`config.mk`:
```
export PLATFORM = sky130hd
export DESIGN_NAME = prescaled_timer_pwm_capture
export DESIGN_NICKNAME = d
export VERILOG_FILES = /design/src/design/ptpc_pkg.sv /design/src/design/ptpc_core.sv /design/src/design/prescaled_timer_pwm_capture.sv
export VERILOG_INCLUDE_DIRS = /design/src /design/src/design
export SDC_FILE = /design/constraint.sdc
export NUM_CORES = 1
export LEC_CHECK = 0
export BUFFER_PORTS_ARGS = -buffer_cell sky130_fd_sc_hd__buf_2
export CELL_PAD_IN_SITES_DETAIL_PLACEMENT = 1
export CELL_PAD_IN_SITES_GLOBAL_PLACEMENT = 1
export CORE_MARGIN = 4
export CORE_UTILIZATION = 30
export CTS_BUF_LIST = sky130_fd_sc_hd__clkbuf_16
export DETAILED_ROUTE_END_ITERATION = 16
export HOLD_SLACK_MARGIN = 0.05
export PLACE_DENSITY_LB_ADDON = 0.1
export SLEW_MARGIN = 5
export SYNTH_ARGS = -nofsm -noshare
export SYNTH_HDL_FRONTEND = slang
export SYNTH_HIERARCHICAL = 1
export SYNTH_SLANG_ARGS = --single-unit
export TNS_END_PERCENT = 100
```
`constraint.sdc`:
```
create_clock -name clk -period 5.4 [get_ports clk]
set_input_delay 0.54 -clock clk [delete_from_list [all_inputs] [get_ports clk]]
set_output_delay 0.54 -clock clk [all_outputs]
set_load 0.1 [all_outputs]
```
`src/design/prescaled_timer_pwm_capture_defines.svh`:
```
// Assertion macros shared by the timer RTL files.
// No dependencies; each file that checks its own logic includes this header.
`ifndef PRESCALED_TIMER_PWM_CAPTURE_DEFINES_SVH
`define PRESCALED_TIMER_PWM_CAPTURE_DEFINES_SVH

`ifndef SYNTHESIS
// Same-cycle implication, checked at every rising edge outside reset
`define PTPC_ASSERT_IMP(label, clk, rst, ante, cons) \
  label: assert property (@(posedge clk) disable iff (rst) (ante) |-> (cons)) \
    else $error("ptpc: same-cycle check failed");
// Next-cycle implication
`define PTPC_ASSERT_NXT(label, clk, rst, ante, cons) \
  label: assert property (@(posedge clk) disable iff (rst) (ante) |=> (cons)) \
    else $error("ptpc: next-cycle check failed");
`else
`define PTPC_ASSERT_IMP(label, clk, rst, ante, cons)
`define PTPC_ASSERT_NXT(label, clk, rst, ante, cons)
`endif

`endif

```
`src/design/ptpc_pkg.sv`:
```
// Shared types and codes for the prescaled timer with PWM / capture channels.
// No dependencies; used by ptpc_core and prescaled_timer_pwm_capture.
package ptpc_pkg;

  // Default configuration
  localparam int DEF_CHANNELS      = 4;
  localparam int DEF_COUNTER_WIDTH = 16;

  // Word kinds
  typedef enum logic [1:0] {
    MODE_TICK  = 2'd0,
    MODE_WRITE = 2'd1,
    MODE_READ  = 2'd2,
    MODE_IDLE  = 2'd3
  } mode_e;

  // Register map
  typedef enum logic [3:0] {
    REG_CTRL   = 4'd0,
    REG_IRQEN  = 4'd1,
    REG_STATUS = 4'd2,
    REG_EVENT  = 4'd3,
    REG_MODE01 = 4'd4,
    REG_MODE23 = 4'd5,
    REG_CHEN   = 4'd6,
    REG_COUNT  = 4'd7,
    REG_PSC    = 4'd8,
    REG_RELOAD = 4'd9,
    REG_CMP0   = 4'd10,
    REG_CMP1   = 4'd11,
    REG_CMP2   = 4'd12,
    REG_CMP3   = 4'd13
  } reg_e;

  // Output compare modes (channel mode bits 6:4)
  typedef enum logic [2:0] {
    OC_FROZEN0    = 3'd0,
    OC_FROZEN1    = 3'd1,
    OC_FROZEN2    = 3'd2,
    OC_FROZEN3    = 3'd3,
    OC_FORCE_LOW  = 3'd4,
    OC_FORCE_HIGH = 3'd5,
    OC_PWM1       = 3'd6,
    OC_PWM2       = 3'd7
  } oc_mode_e;

  // Bit positions
  localparam int CTRL_CEN  = 0;
  localparam int CTRL_UDIS = 1;
  localparam int CTRL_URS  = 2;
  localparam int CTRL_OPM  = 3;
  localparam int IE_UIE    = 0;
  localparam int IE_UDE    = 1;
  localparam int CHEN_EN   = 0;
  localparam int CHEN_P    = 1;
  localparam int CHEN_NP   = 3;

  typedef struct packed {
    mode_e       mode;
    logic [3:0]  reg_index;
    logic [15:0] write_data;
    logic [3:0]  pin_levels;
  } item_t;

  typedef struct packed {
    logic [15:0] read_data;
    logic        update_irq;
    logic        dma_request;
    logic [3:0]  channel_out;
    logic [3:0]  capture_flags;
  } result_t;

endpackage

```
`src/design/ptpc_core.sv`:
```
// Timer state and the single-pass next-state logic for one word.
// Depends on ptpc_pkg and prescaled_timer_pwm_capture_defines.svh.
`include "prescaled_timer_pwm_capture_defines.svh"

module ptpc_core #(
  parameter int CHANNELS      = ptpc_pkg::DEF_CHANNELS,
  parameter int COUNTER_WIDTH = ptpc_pkg::DEF_COUNTER_WIDTH
) (
  input  logic              clk,
  input  logic              rst,
  input  logic              fire,
  input  ptpc_pkg::item_t   item,
  output ptpc_pkg::result_t result
);

  // Architectural state
  logic [COUNTER_WIDTH-1:0] counter, counter_next;
  logic [15:0]              psc_cnt, psc_cnt_next;
  logic [15:0]              psc_value, psc_value_next;
  logic [15:0]              psc_active, psc_active_next;
  logic [COUNTER_WIDTH-1:0] reload, reload_next;
  logic [3:0]               ctrl, ctrl_next;
  logic [1:0]               irq_en, irq_en_next;
  logic [4:0]               status, status_next;
  logic [7:0]               chan_mode [CHANNELS];
  logic [7:0]               chan_mode_next [CHANNELS];
  logic [3:0]               chan_en [CHANNELS];
  logic [3:0]               chan_en_next [CHANNELS];
  logic [COUNTER_WIDTH-1:0] compare [CHANNELS];
  logic [COUNTER_WIDTH-1:0] compare_next [CHANNELS];
  logic [3:0]               prev_pins, prev_pins_next;

  logic [CHANNELS-1:0] is_in;
  logic [CHANNELS-1:0] cap_hit;
  logic [15:0]         rd;
  logic                dma;
  logic [3:0]          chan_out;

  // Classify channels and detect selected pin edges
  always_comb begin
    for (int ch = 0; ch < CHANNELS; ch++) begin
      is_in[ch] = chan_mode[ch][1:0] != 2'd0;
      if (chan_en[ch][ptpc_pkg::CHEN_P] && chan_en[ch][ptpc_pkg::CHEN_NP]) begin
        cap_hit[ch] = item.pin_levels[ch] ^ prev_pins[ch];
      end else if (chan_en[ch][ptpc_pkg::CHEN_P]) begin
        cap_hit[ch] = !item.pin_levels[ch] && prev_pins[ch];
      end else begin
        cap_hit[ch] = item.pin_levels[ch] && !prev_pins[ch];
      end
    end
  end

  // Next state: capture first, then the tick, write or read
  always_comb begin
    counter_next    = counter;
    psc_cnt_next    = psc_cnt;
    psc_value_next  = psc_value;
    psc_active_next = psc_active;
    reload_next     = reload;
    ctrl_next       = ctrl;
    irq_en_next     = irq_en;
    status_next     = status;
    chan_mode_next  = chan_mode;
    chan_en_next    = chan_en;
    compare_next    = compare;
    prev_pins_next  = item.pin_levels;
    rd              = '0;
    dma             = 1'b0;

    // Latch the count on enabled input channels that saw their edge
    for (int ch = 0; ch < CHANNELS; ch++) begin
      if (is_in[ch] && chan_en[ch][ptpc_pkg::CHEN_EN] && cap_hit[ch]) begin
        compare_next[ch]  = counter;
        status_next[ch+1] = 1'b1;
      end
    end

    unique case (item.mode)
      ptpc_pkg::MODE_TICK: begin
        if (ctrl[ptpc_pkg::CTRL_CEN] && reload != '0) begin
          if (psc_cnt < psc_active) begin
            psc_cnt_next = psc_cnt + 16'd1;
          end else begin
            psc_cnt_next = '0;
            if (counter == reload) begin
              counter_next = '0;
              if (!ctrl[ptpc_pkg::CTRL_UDIS]) begin
                psc_active_next = psc_value;
                status_next[0]  = 1'b1;
                dma             = irq_en[ptpc_pkg::IE_UDE];
                if (ctrl[ptpc_pkg::CTRL_OPM]) begin
                  ctrl_next[ptpc_pkg::CTRL_CEN] = 1'b0;
                end
              end
            end else begin
              counter_next = counter + COUNTER_WIDTH'(1);
            end
            // Compare match on output channels
            for (int ch = 0; ch < CHANNELS; ch++) begin
              if (!is_in[ch] && counter_next == compare[ch]) begin
                status_next[ch+1] = 1'b1;
              end
            end
          end
        end
      end
      ptpc_pkg::MODE_WRITE: begin
        unique case (item.reg_index)
          ptpc_pkg::REG_CTRL:   ctrl_next = item.write_data[3:0];
          ptpc_pkg::REG_IRQEN:  irq_en_next = {item.write_data[8], item.write_data[0]};
          ptpc_pkg::REG_STATUS: status_next = status_next & item.write_data[4:0];
          ptpc_pkg::REG_EVENT: begin
            // Channel events go before the update generate
            for (int ch = 0; ch < CHANNELS; ch++) begin
              if (item.write_data[ch+1]) begin
                if (is_in[ch]) begin
                  compare_next[ch] = counter;
                end
                status_next[ch+1] = 1'b1;
              end
            end
            if (item.write_data[0]) begin
              counter_next = '0;
              psc_cnt_next = '0;
              if (!ctrl[ptpc_pkg::CTRL_UDIS]) begin
                psc_active_next = psc_value;
                if (!ctrl[ptpc_pkg::CTRL_URS]) begin
                  status_next[0] = 1'b1;
                  dma            = irq_en[ptpc_pkg::IE_UDE];
                end
              end
            end
          end
          ptpc_pkg::REG_MODE01: begin
            for (int ch = 0; ch < CHANNELS; ch++) begin
              if (ch < 2) begin
                chan_mode_next[ch] = item.write_data[(ch % 2) * 8 +: 8];
              end
            end
          end
          ptpc_pkg::REG_MODE23: begin
            for (int ch = 0; ch < CHANNELS; ch++) begin
              if (ch >= 2) begin
                chan_mode_next[ch] = item.write_data[(ch % 2) * 8 +: 8];
              end
            end
          end
          ptpc_pkg::REG_CHEN: begin
            for (int ch = 0; ch < CHANNELS; ch++) begin
              chan_en_next[ch] = item.write_data[ch * 4 +: 4];
            end
          end
          ptpc_pkg::REG_COUNT:  counter_next = COUNTER_WIDTH'(item.write_data);
          ptpc_pkg::REG_PSC:    psc_value_next = item.write_data;
          ptpc_pkg::REG_RELOAD: reload_next = COUNTER_WIDTH'(item.write_data);
          ptpc_pkg::REG_CMP0, ptpc_pkg::REG_CMP1,
          ptpc_pkg::REG_CMP2, ptpc_pkg::REG_CMP3: begin
            // Compare is read-only while the channel captures
            for (int ch = 0; ch < CHANNELS; ch++) begin
              if (item.reg_index == 4'(ptpc_pkg::REG_CMP0) + 4'(ch) && !is_in[ch]) begin
                compare_next[ch] = COUNTER_WIDTH'(item.write_data);
              end
            end
          end
          default: ;
        endcase
      end
      ptpc_pkg::MODE_READ: begin
        unique case (item.reg_index)
          ptpc_pkg::REG_CTRL:   rd = {12'd0, ctrl};
          ptpc_pkg::REG_IRQEN:  rd = {7'd0, irq_en[1], 7'd0, irq_en[0]};
          ptpc_pkg::REG_STATUS: rd = {11'd0, status_next};
          ptpc_pkg::REG_MODE01: begin
            for (int ch = 0; ch < CHANNELS; ch++) begin
              if (ch < 2) begin
                rd[(ch % 2) * 8 +: 8] = chan_mode[ch];
              end
            end
          end
          ptpc_pkg::REG_MODE23: begin
            for (int ch = 0; ch < CHANNELS; ch++) begin
              if (ch >= 2) begin
                rd[(ch % 2) * 8 +: 8] = chan_mode[ch];
              end
            end
          end
          ptpc_pkg::REG_CHEN: begin
            for (int ch = 0; ch < CHANNELS; ch++) begin
              rd[ch * 4 +: 4] = chan_en[ch];
            end
          end
          ptpc_pkg::REG_COUNT:  rd = 16'(counter);
          ptpc_pkg::REG_PSC:    rd = psc_value;
          ptpc_pkg::REG_RELOAD: rd = 16'(reload);
          ptpc_pkg::REG_CMP0, ptpc_pkg::REG_CMP1,
          ptpc_pkg::REG_CMP2, ptpc_pkg::REG_CMP3: begin
            for (int ch = 0; ch < CHANNELS; ch++) begin
              if (item.reg_index == 4'(ptpc_pkg::REG_CMP0) + 4'(ch)) begin
                rd = 16'(compare_next[ch]);
              end
            end
          end
          default: rd = '0;
        endcase
      end
      ptpc_pkg::MODE_IDLE: ;
    endcase
  end

  // Channel output levels from the state this word leaves behind
  always_comb begin : out_levels
    logic lvl;
    chan_out = '0;
    for (int ch = 0; ch < CHANNELS; ch++) begin
      unique case (ptpc_pkg::oc_mode_e'(chan_mode_next[ch][6:4]))
        ptpc_pkg::OC_FORCE_HIGH: lvl = 1'b1;
        ptpc_pkg::OC_PWM1:       lvl = counter_next < compare_next[ch];
        ptpc_pkg::OC_PWM2:       lvl = !(counter_next < compare_next[ch]);
        default:                 lvl = 1'b0;
      endcase
      if (chan_mode_next[ch][1:0] == 2'd0 && chan_en_next[ch][ptpc_pkg::CHEN_EN]) begin
        chan_out[ch] = lvl ^ chan_en_next[ch][ptpc_pkg::CHEN_P];
      end
    end
  end

  assign result.read_data     = rd;
  assign result.update_irq    = status_next[0] && irq_en_next[ptpc_pkg::IE_UIE];
  assign result.dma_request   = dma;
  assign result.channel_out   = chan_out;
  assign result.capture_flags = status_next[4:1];

  // Commit the word's state change
  always_ff @(posedge clk) begin
    if (rst) begin
      counter    <= '0;
      psc_cnt    <= '0;
      psc_value  <= '0;
      psc_active <= '0;
      reload     <= '1;
      ctrl       <= '0;
      irq_en     <= '0;
      status     <= '0;
      prev_pins  <= '0;
      for (int ch = 0; ch < CHANNELS; ch++) begin
        chan_mode[ch] <= '0;
        chan_en[ch]   <= '0;
        compare[ch]   <= '0;
      end
    end else if (fire) begin
      counter    <= counter_next;
      psc_cnt    <= psc_cnt_next;
      psc_value  <= psc_value_next;
      psc_active <= psc_active_next;
      reload     <= reload_next;
      ctrl       <= ctrl_next;
      irq_en     <= irq_en_next;
      status     <= status_next;
      prev_pins  <= prev_pins_next;
      chan_mode  <= chan_mode_next;
      chan_en    <= chan_en_next;
      compare    <= compare_next;
    end
  end

  `PTPC_ASSERT_NXT(a_hold_without_word, clk, rst, !fire, $stable(counter) && $stable(status))
  `PTPC_ASSERT_IMP(a_dma_needs_ude, clk, rst, result.dma_request, irq_en[ptpc_pkg::IE_UDE])
  `PTPC_ASSERT_NXT(a_zero_reload_holds, clk, rst, fire && item.mode == ptpc_pkg::MODE_TICK && reload == '0, $stable(counter))

endmodule

```
`src/design/prescaled_timer_pwm_capture.sv`:
```
// Top level of the prescaled timer: word input register, core, result register.
// Depends on ptpc_pkg, ptpc_core and prescaled_timer_pwm_capture_defines.svh.
//
// One word (timer tick, register write, register read or idle) is taken every
// clock while item_stall is low, and each gives exactly one result word, which
// moves from the input register into the result register when that register
// is free or draining. The whole state update for a word, including the
// prescaler, counter, reload, capture and compare logic, is one combinational
// pass in ptpc_core between the input register and the result register, so
// the sustained rate is one word per clock while the result is not stalled;
// the counter increment followed by the compare against each channel sets the
// critical path. A stalled result holds the result register, and one further
// word waits in the input register before item_stall rises.
`include "prescaled_timer_pwm_capture_defines.svh"

module prescaled_timer_pwm_capture #(
  parameter int CHANNELS      = ptpc_pkg::DEF_CHANNELS,
  parameter int COUNTER_WIDTH = ptpc_pkg::DEF_COUNTER_WIDTH
) (
  input  logic              clk,
  input  logic              rst,
  input  logic              item_valid,
  output logic              item_stall,
  input  ptpc_pkg::item_t   item,
  output logic              result_valid,
  input  logic              result_stall,
  output ptpc_pkg::result_t result
);

  logic              in_valid_q;
  ptpc_pkg::item_t   in_q;
  logic              out_valid_q;
  ptpc_pkg::result_t out_q;
  ptpc_pkg::result_t core_res;
  logic              advance;
  logic              take;

  // Move a word into the result register when that register is free or draining
  assign advance    = in_valid_q && (!out_valid_q || !result_stall);
  assign item_stall = in_valid_q && !advance;
  assign take       = item_valid && !item_stall;

  ptpc_core #(
    .CHANNELS      (CHANNELS),
    .COUNTER_WIDTH (COUNTER_WIDTH)
  ) u_core (
    .clk    (clk),
    .rst    (rst),
    .fire   (advance),
    .item   (in_q),
    .result (core_res)
  );

  // Valid flags
  always_ff @(posedge clk) begin
    if (rst) begin
      in_valid_q  <= 1'b0;
      out_valid_q <= 1'b0;
    end else begin
      if (take) begin
        in_valid_q <= 1'b1;
      end else if (advance) begin
        in_valid_q <= 1'b0;
      end
      if (advance) begin
        out_valid_q <= 1'b1;
      end else if (!result_stall) begin
        out_valid_q <= 1'b0;
      end
    end
  end

  // Payload registers
  always_ff @(posedge clk) begin
    if (take) begin
      in_q <= item;
    end
    if (advance) begin
      out_q <= core_res;
    end
  end

  assign result_valid = out_valid_q;
  assign result       = out_q;

  `PTPC_ASSERT_IMP(a_stall_only_when_full, clk, rst, item_stall, in_valid_q && out_valid_q)
  `PTPC_ASSERT_NXT(a_advance_fills_result, clk, rst, advance, out_valid_q)
  `PTPC_ASSERT_NXT(a_stall_keeps_word, clk, rst, item_stall, in_valid_q)

endmodule

```
==> impl_metrics.tcl <==
set metrics [dict create \
    synth_compound_area_share_pct 26.77 \
    place_worst_setup_slack_ns -0.4378 \
    cts-buffers-inserted 37 \
    tightestPinTransition_ns 1.229 \
    synth-warning-count 6 \
    timing.final.crit_share_pct 98.48 \
    path_delay_family "compound AO/OA/AOI/OAI gates" \
    max_freq_mhz 188.0 \
    cts_num_sinks 261 \
    worst_skew_pair.late_latency_ns 0.58 \
    relSlewSlack_pct 17.98 \
    grt_start_max_net_pins 175 \
    drv.max_cap_violation_count 0 \
    detail_route.wirelength.met1_um 48890 \
    finalMaxSlewViolations 0 \
    total_of_hold_buffers_inserted_after_clock_tree_synthesis 0 \
    ctsLongestPathBuffers 3 \
    cp_max_fo 10 \
    critical_path_arrival_ns 5.64 \
    path_buf_inv 3 \
    grt_overflow_total 0 \
    synth_enable_flop_cells 52 \
    drt-wirelength-per-cell_um 33.31 \
    final_hold_viol_count 0 \
    route.antenna.remaining_nets 0 \
    synth.net_count 2426 \
    worst_path_largest_cell_delay_ns 0.63 \
    ys_async_sr_fraction_pct 0 \
    post-route-drc-count 0 \
    synthFlopType "dfxtp_1" \
    route.met2.wl_um 45600 \
    post_route_cells_drive_above_1_share_pct 17.18 \
    post-place-cells 3158 \
    detail_route.iter0.violations 2208 \
    cts_root_buf "clkbuf_16" \
    final_critical_path_setup_slack_ns 0.08206 \
    met3_length_um 8645 \
    antenna_violations_before_repair 4 \
    seq_area_frac_synth_pct 31.33 \
    setup_viol 0 \
    period_minus_slack_ns 5.318 \
    placement_rows 90 \
    endpoint_kind "flop" \
    path_cells "nand2_1, buf_4, o22a_1, nand2b_1, buf_4, o22a_1, ha_1, a21o_1, a21o_1, a21oi_1, buf_4, o211a_1, o211ai_1, o21ai_1, xnor2_1, o22ai_1, mux2_2" \
    worst_hold_startpoint "item[20]" \
    worst_setup_path_startpoint "in_q[20]$_DFFE_PP_" \
    path_clk_slew_ns 0.06 \
    timing.critical_path.mode_cell "buf_4" \
    instances_no_fill 3239 \
    crit_path_start_kind "flop" \
    synth.area.mux_share_pct 6.644 \
    detailedPlacementHpwl_um 80430 \
    fin_worst_skew_ns 0.01525 \
    power-per-cell-area_mw_per_mm2 259.5 \
    design.portCount 58 \
    syn_area_per_cell_um2 7.937 \
    fp.dieArea_mm2 0.06516 \
    cts-htree-levels 2 \
    gp_congestion 1.025 \
    wl_um 107900 \
    syn_to_final_growth_pct 19.86 \
    power.total_uw 5704 \
    critical_path.slowest_cell "edfxtp_1" \
    tritoncts "yes" \
    die-width_um 255.3 \
    post_synth_num_cell_types 86 \
    initial_core_util_pct 30.33 \
    detail_route.vias_per_cell 6.181 \
    port_buffers 57 \
    combinational_family_with_the_most_area_after_synthesis "compound AO/OA/AOI/OAI gates" \
    gate_count_of_the_mapped_netlist 2311 \
    route.vias.total 20020 \
    synthesized_area_mm2 0.01834 \
    worstSetupPathType "flop to flop" \
    grt_pass1_wl_um 150000 \
    ys_ff_latch 261 \
    unrepaired_setup_endpoints_after_global_routing "no" \
    core_area_mm2 0.06047 \
    die_y_um 255.3 \
    dr.pass1.iters 5 \
    synth_adder_area_share_pct 5.798 \
    static-leakage-power_uw 0.007747 \
    min-delay-path-class "input pin to flop" \
    first_global_vias 19574 \
    worst_ir_drop_vdd_mv 0.2083 \
    topRoutingLayerUsed "met5" \
    final.setup.tns_ns 0 \
    finalNetCount 2542 \
    run_status "completed" \
    post_synth_and_or_nand_nor_area_fraction_pct 19.62 \
    grt_usage_pct 32.19 \
    cp.required_ns 5.72 \
    r2r-start "in_q[20]$_DFFE_PP_" \
    xor_xnor_fraction_of_synth_area_pct 4.332 \
]
-- path summary, 6_finish.rpt --
check	end	slack, ns	cells past startpoint
max	result[7]$_DFFE_PP_	0.08	17
min	in_q[20]$_DFFE_PP_	0.14	1
max reg2reg	result[7]$_DFFE_PP_	0.08	17
min reg2reg	u_core/chan_mode[10]$_SDFFE_PP0P_	0.46	2
-- kinds of logic (layout without fill, tap and decap cells) --
family	after synthesis	after routing
simple gates	768	768
flops	261	261
mux	120	120
other cells	0	1
xor+xnor	81	81
buf+inv	250	395
compound gates	746	746
fa+ha+maj	85	85
-- worst register-to-register path, cell delays in order, from the launching register on --
cell and delay [ns]:
edfxtp_1 0.63, nand2_1 0.31, buf_4 0.26, o22a_1 0.32, nand2b_1 0.45, buf_4 0.33, o22a_1 0.31, ha_1 0.34
a21o_1 0.16, a21o_1 0.17, a21oi_1 0.35, buf_4 0.19, o211a_1 0.19, o211ai_1 0.11, o21ai_1 0.31, xnor2_1 0.11
o22ai_1 0.17, mux2_2 0.35
-- cells in the final DEF (no fill, tap or decap), types with 12 or more instances in the layout --
cell type	synthesis	final
buf_4	10	216
inv_1	42	50
nor2b_1	17	16
nand2b_1	15	15
mux2i_1	106	106
edfxtp_1	52	52
o211ai_1	13	13
nand2_1	276	276
ha_1	85	82
xnor2_1	45	45
o21ai_0	122	114
a31oi_1	28	28
a21o_1	21	21
o32ai_1	24	24
nor4_1	14	14
xor2_1	30	30
nand4_1	25	25
or3_1	17	17
a221oi_1	30	29
nand3_1	37	35
nor3_1	29	26
nor2_1	241	229
and3_1	18	18
a21oi_1	223	220
clkbuf_16	0	38
a22oi_1	88	88
a211oi_1	76	76
o22ai_1	14	12
dfxtp_1	209	207
mux2_2	14	12
or2_2	13	13
buf_2	28	56
o22a_1	21	21
-- timing repair --
action,4_1_cts,5_1_grt
pin swaps,1,12
setup buffers,0,12
gates resized for setup,17,34
endpoints found under the setup margin,4,4
-- area by class of cell --
type / instances / area [µm²]
inverter: 45 / 168.9
clock buffer: 38 / 950.9
multi-input combinational: 1800 / 11840
antenna: 1 / 2.502
tap: 782 / 978.4
sequential: 261 / 5748
timing repair buffer: 282 / 2088
clock inverter: 30 / 203.9
fill: 7147 / 38490
-- per-stage QoR --
stage | instance area, µm² | hold slack (ns) | util [%]
final | 21980 | 0.1375 | 36.36
after global routing | 21980 | 0.1246 | 36.35
after CTS | 21740 | 0.1103 | 35.95
after detailed placement | 20530 | 0.4511 | 33.95
after global placement | 20530 | 0.4473 | 33.95
after floorplan | 18340 | 0.4357 | -
-- metal layers --
layer	global-route usage, %	up-vias
met5	1.172	-
met4	12.21	6
met3	5.955	189
met2	48.38	943
met1	45.79	10106
li1	-	8776
-- synth_stat cells, types with 8 or more instances --
cell | n | area (µm²)
nand2_1 | 276 | 1036
a211oi_1 | 76 | 570.6
a22oi_1 | 88 | 660.6
a31oi_1 | 28 | 175.2
xnor2_1 | 45 | 394.1
clkbuf_1 | 157 | 589.3
buf_1 | 10 | 37.54
nor3_1 | 29 | 145.1
nand3_1 | 37 | 185.2
buf_4 | 10 | 75.07
dfxtp_1 | 209 | 4184
o22ai_1 | 14 | 87.58
and3_1 | 18 | 112.6
o21a_1 | 8 | 60.06
mux2i_1 | 106 | 1061
o211ai_1 | 13 | 97.59
a21oi_1 | 223 | 1116
nand2b_1 | 15 | 93.84
nand4_1 | 25 | 156.4
nor2_1 | 241 | 904.6
inv_1 | 42 | 157.7
nor4b_1 | 11 | 96.34
nor4_1 | 14 | 87.58
nor2b_1 | 17 | 106.4
a22o_1 | 9 | 78.83
o32ai_1 | 24 | 210.2
a221oi_1 | 30 | 262.8
or2_2 | 13 | 81.33
xor2_1 | 30 | 262.8
buf_2 | 28 | 140.1
edfxtp_1 | 52 | 1562
o22a_1 | 21 | 183.9
o21ai_0 | 122 | 610.6
a21o_1 | 21 | 157.7
mux2_2 | 14 | 157.7
or3_1 | 17 | 106.4
ha_1 | 85 | 1064
and2_1 | 8 | 50.05
-- registers in the layout, indices dropped and copies added (netlist names), 2 cells and up --
signal and cells:
u_core/psc_active 16, in_q 26, u_core/counter 16, u_core/psc_cnt 16, u_core/irq_en 2, result 26, u_core/reload 16, u_core/chan_en 16
u_core/status 5, u_core/psc_value 16, u_core/compare 64, u_core/ctrl 4, u_core/prev_pins 4, u_core/chan_mode 32
-- power by group --
part           leakage (µW)  switching [µW]  internal (µW)  total (µW)
logic               0.00496             767            373        1140
registers           0.00219             122           2050        2170
clock network      0.000592            1050           1340        2390
total               0.00775            1940           3760        5700
Note: power is estimated with default switching activity, not from simulation.
